## config.mk

```make
export PLATFORM = sky130hd
export DESIGN_NAME = det_ram
export DESIGN_NICKNAME = d
export VERILOG_FILES = /design/src/hdl/det_pkg.sv /design/src/hdl/det_ram.sv
export SDC_FILE = /design/constraint.sdc
export NUM_CORES = 2
export LEC_CHECK = 0
export BUFFER_PORTS_ARGS = -buffer_cell sky130_fd_sc_hd__clkbuf_2
export CELL_PAD_IN_SITES_DETAIL_PLACEMENT = 0
export CELL_PAD_IN_SITES_GLOBAL_PLACEMENT = 1
export CORE_MARGIN = 8
export CORE_UTILIZATION = 45
export DETAILED_ROUTE_END_ITERATION = 6
export GPL_ROUTABILITY_DRIVEN = 1
export PLACE_DENSITY_LB_ADDON = 0.25
export SLEW_MARGIN = 20
export SYNTH_ARGS = -nofsm -noshare
export SYNTH_HDL_FRONTEND = slang
export SYNTH_SLANG_ARGS = --single-unit
```

## constraint.sdc

```tcl
create_clock -name clk -period 28.8 [get_ports clk]
set_clock_uncertainty 0.1 [all_clocks]
set_input_delay 5.76 -clock clk [delete_from_list [all_inputs] [get_ports clk]]
set_output_delay 5.76 -clock clk [all_outputs]
set_load 0.01 [all_outputs]
```

## src/hdl/det_pkg.sv

```systemverilog
// ----------------------------------------------------------------------------
// det_pkg: shared types and codes of the deduplicating event table.
// Holds the entry record layout, operation codes and result status codes.
// ----------------------------------------------------------------------------
`default_nettype none

package det_pkg;

	// Ages saturate at the top of their 24-bit range.
	localparam logic [23:0] AGE_MAX = 24'hFFFFFF;

	// Operation codes carried by the action field.
	localparam logic [1:0] ACT_INSERT = 2'd0;
	localparam logic [1:0] ACT_TICK   = 2'd1;
	localparam logic [1:0] ACT_TAKE   = 2'd2;
	localparam logic [1:0] ACT_LOOKUP = 2'd3;

	// Result status codes.
	localparam logic [2:0] ST_NEW   = 3'd0;
	localparam logic [2:0] ST_FOUND = 3'd1;
	localparam logic [2:0] ST_FULL  = 3'd2;
	localparam logic [2:0] ST_NONE  = 3'd3;
	localparam logic [2:0] ST_TICK  = 3'd4;

	// One table entry as stored in the entry memory.
	typedef struct packed {
		logic [31:0] key;
		logic [31:0] other_id;
		logic [7:0]  cause;
		logic [31:0] pos_x;
		logic [31:0] pos_y;
		logic [31:0] pos_z;
		logic [23:0] age;
		logic        served;
	} entry_t;

endpackage

`default_nettype wire

```

## src/hdl/det_ram.sv

```systemverilog
// ----------------------------------------------------------------------------
// det_ram: entry memory of the event table.
// One write port and one read port, read data registered.
// ----------------------------------------------------------------------------
`default_nettype none

module det_ram #(
	parameter int DEPTH = 16,
	parameter int IW    = 4
) (
	input  wire logic            clk,
	input  wire logic            we,
	input  wire logic [IW-1:0]   waddr,
	input  wire det_pkg::entry_t wdata,
	input  wire logic [IW-1:0]   raddr,
	output det_pkg::entry_t      rdata
);

	det_pkg::entry_t mem [DEPTH];
	det_pkg::entry_t rdata_q;

	// Synchronous write and registered read.
	always_ff @(posedge clk) begin
		if (we) begin
			mem[waddr] <= wdata;
		end
		rdata_q <= mem[raddr];
	end

	assign rdata = rdata_q;

endmodule

`default_nettype wire

```

==> flow_summary.toml <==
[critical_path]
r2r.worst_path.cells = 3
crit_family = "buffers and inverters"
cp_slowest_stage_delay_ns = 0.83
worstReg2RegEnd = "rdata[102]"
r2r_slack_ns = 27.15
arrival_ns = 11.24
worstSetupPathType = "in -> reg"
cp_common_cell = "buf_4"
worstPathRequired_ns = 29.48
r2r_start = "mem[5][102]"
path_max_fanout = 111
path_cells = "buf_12 > buf_4 > buf_4 > buf_4 > buf_12 > buf_4 > mux4_2 > a22oi_1 > nand2_1"
cp-end-kind = "register"
worst-path-buf-inv = 6
slowest_stage = "buf_4"
cp-start-kind = "primary input"

[clock_network]
cts_tree = "done"
cts_sinks = 3281
clkTransAtPathRegs_ns = 0.06
clock_latency_ns = 0.96
ctsResizeCount = 0
cts_buffers = 350
clk_root_buffer_cell = "clkbuf_16"
cts_htree_levels = 5
cts_setup_buffers = 0
cts_hold_buf = 0
cts_buffer_depth = 4

[placement]
gp_congestion = 0.700
io_buffers = 395
dp_hpwl_mm = 145
preCtsSetupSlack_ns = 17.07
place_area_um2 = 126000

[route]
drc = 0
viasPerCell = 5.80
vias = 54922
dr.pass1.iters = 7
wl_mm = 289
wl_per_cell_um = 30.6
drtIter0Drc = 5913
final_antenna_net_count = 0

[sta]
fin_crit_ns = 10.56
finalSetupViolCount = 0
finalCritPeriodShare = 0.367
worst_slew_pin_slew_ns = 1.19
max_freq_mhz = 94.7
hold_viol = 0
slew_viol_final = 0
rsz0062_at_grt = "no"
finalSetupTns_ns = 0
slew_headroom = 0.208
setup_ws_ns = 18.24

[finish]
drive_above_1_share = 0.311
nNetsFinal = 5833
area_delta_synth_final_pct = 14.5
fin_area_um2 = 137000

[grt]
grt_max_degree = 138
grt_pass1_wl_mm = 416
grt_usage = 0.201
grt_pass1_vias = 57692
overflow = 0
antenna_found_initial = 73

[power_and_ir_drop]
power_leakage_nw = 44.0
power.share.switching = 0.206
peakVddDrop_v = 0.0000618
pwr-share-comb = 0.046
pwr-share-clk = 0.425
total_power_w = 0.0102
p_per_area_nw_per_um2 = 74.3
p_int_w = 0.00808
p_switching_w = 0.00210
power_frac_seq = 0.529

[logic_synthesis]
ys_seq_elements = 3281
yosysWarnings = 0
synth_top_area_share = 0.775
syn-num-nets = 5240
yosysTopAreaCell = "edfxtp_1"
synth_area_um2 = 120000
synth-seq-area-share = 0.807
avgSynthCellArea_um2 = 23.8
synth_cells = 5037
ys_top_cells_by_area = "edfxtp_1 (77%), mux4_2 (14%), dfxtp_1 (3.2%)"
synth_cell_types = 27

[min_path]
min_to = "rdata[131]"
hp-start = "mem[12][131]"
holdPathStages = 3
hold_path.class = "reg -> reg"

[run]
maxCapViolCount = 0

[die]
die_x_um = 532
fp.dieH_um = 532
coreArea_um2 = 265000
dieArea_um2 = 283000
start_util = 0.452
pin_count = 396
rows = 189

[run_status]
status = "finished clean"
[placed cells by master (no fill, tap or decap), types with 31 or more instances in the layout]
cell type	instances
a22oi_1	329
buf_4	103
clkbuf_1	94
clkbuf_16	354
clkbuf_2	391
clkinv_1	42
clkinv_2	54
dfxtp_1	193
diode_2	31
edfxtp_1	3088
mux2_2	90
mux2i_1	35
mux4_2	723
nand2_1	146
[worst max path at each step]
stage | start | endpoint | slack [ns] | cells past startpoint
final | raddr[0] | rdata[75] | 18.24 | 9
after global routing | raddr[0] | rdata[91] | 17.69 | 9
after CTS | raddr[0] | rdata[91] | 18.08 | 9
after detailed placement | raddr[0] | rdata[91] | 17.07 | 9
after global placement | raddr[0] | rdata[89] | 17.15 | 9
after floorplan | waddr[2] | mem[0][0] | 8.44 | 2
[layout make-up]
type / instances / area (µm²)
clock inverter: 145 / 1410
tap: 3533 / 4420
clock buffer: 478 / 9620
antenna: 31 / 77.6
timing repair buffer: 509 / 3010
multi-input combinational: 1488 / 22000
sequential: 3281 / 96600
fill: 20559 / 128000
[per-stage QoR]
step            util  instances  hold slack (ns)
2_1_floorplan      -       5037            0.535
3_3_place_gp   0.476       8811            0.549
3_5_place_dp   0.476       8811            0.551
4_1_cts        0.517       9434            0.527
5_1_grt        0.517       9440            0.566
6_report       0.518       9465            0.519
[worst register-to-register path: cells and delay by family (launching register included)]
family / cells / cell delay, ns
AOI/OAI and AO/OA: 1 / 0.29
DFF: 1 / 0.36
muxes: 2 / 0.75
[sequential cells by signal, indices dropped and copies added, names as in the netlist]
| signal | count |
|---|---|
| mem | 3088 |
| rdata | 193 |
[logic make-up (layout without fill, tap and decap cells)]
family	after synthesis	count (layout)	share of synthesized area
muxes	848	848	0.147
buffers and inverters	268	1132	0.0111
AOI/OAI and AO/OA	408	408	0.0257
other	0	31	0
and+or+nand+nor	232	232	0.00877
DFF	3281	3281	0.807
[synth_stat cells]
master / number
mux2_2: 90
and2_1: 3
a221oi_1: 19
nor2b_1: 36
nand3b_1: 2
o221ai_1: 30
buf_6: 8
buf_4: 44
mux4_2: 723
clkbuf_2: 1
or3b_2: 1
o22a_1: 8
clkbuf_1: 99
a22oi_1: 329
nor3_1: 4
buf_2: 81
buf_1: 35
nor2_2: 1
nand2b_1: 23
nand3_1: 1
nand2_1: 146
nor2_1: 14
dfxtp_1: 193
edfxtp_1: 3088
o21ai_0: 22
or2_0: 1
mux2i_1: 35
[power by group through the flow]
stage               logic [W]  clock network, W  registers (W)
detailed placement   0.000478                 0        0.00549
finish               0.000466           0.00433        0.00539
floorplan            0.000257                 0        0.00550
CTS                  0.000478           0.00442        0.00539
global placement     0.000470                 0        0.00549
global route         0.000505           0.00460        0.00539
[layer usage]
| layer | wire length [µm] | share of wire | up-vias | global-route usage |
|---|---|---|---|---|
| met5 | 225 | 0.00078 | - | 0 |
| met4 | 5030 | 0.017 | 36 | 0.0454 |
| met3 | 21900 | 0.076 | 381 | 0.0440 |
| met2 | 138000 | 0.48 | 1881 | 0.317 |
| met1 | 124000 | 0.43 | 29869 | 0.290 |
| li1 | - | - | 22755 | - |
No activity file was read; power rests on OpenSTA's default activity.
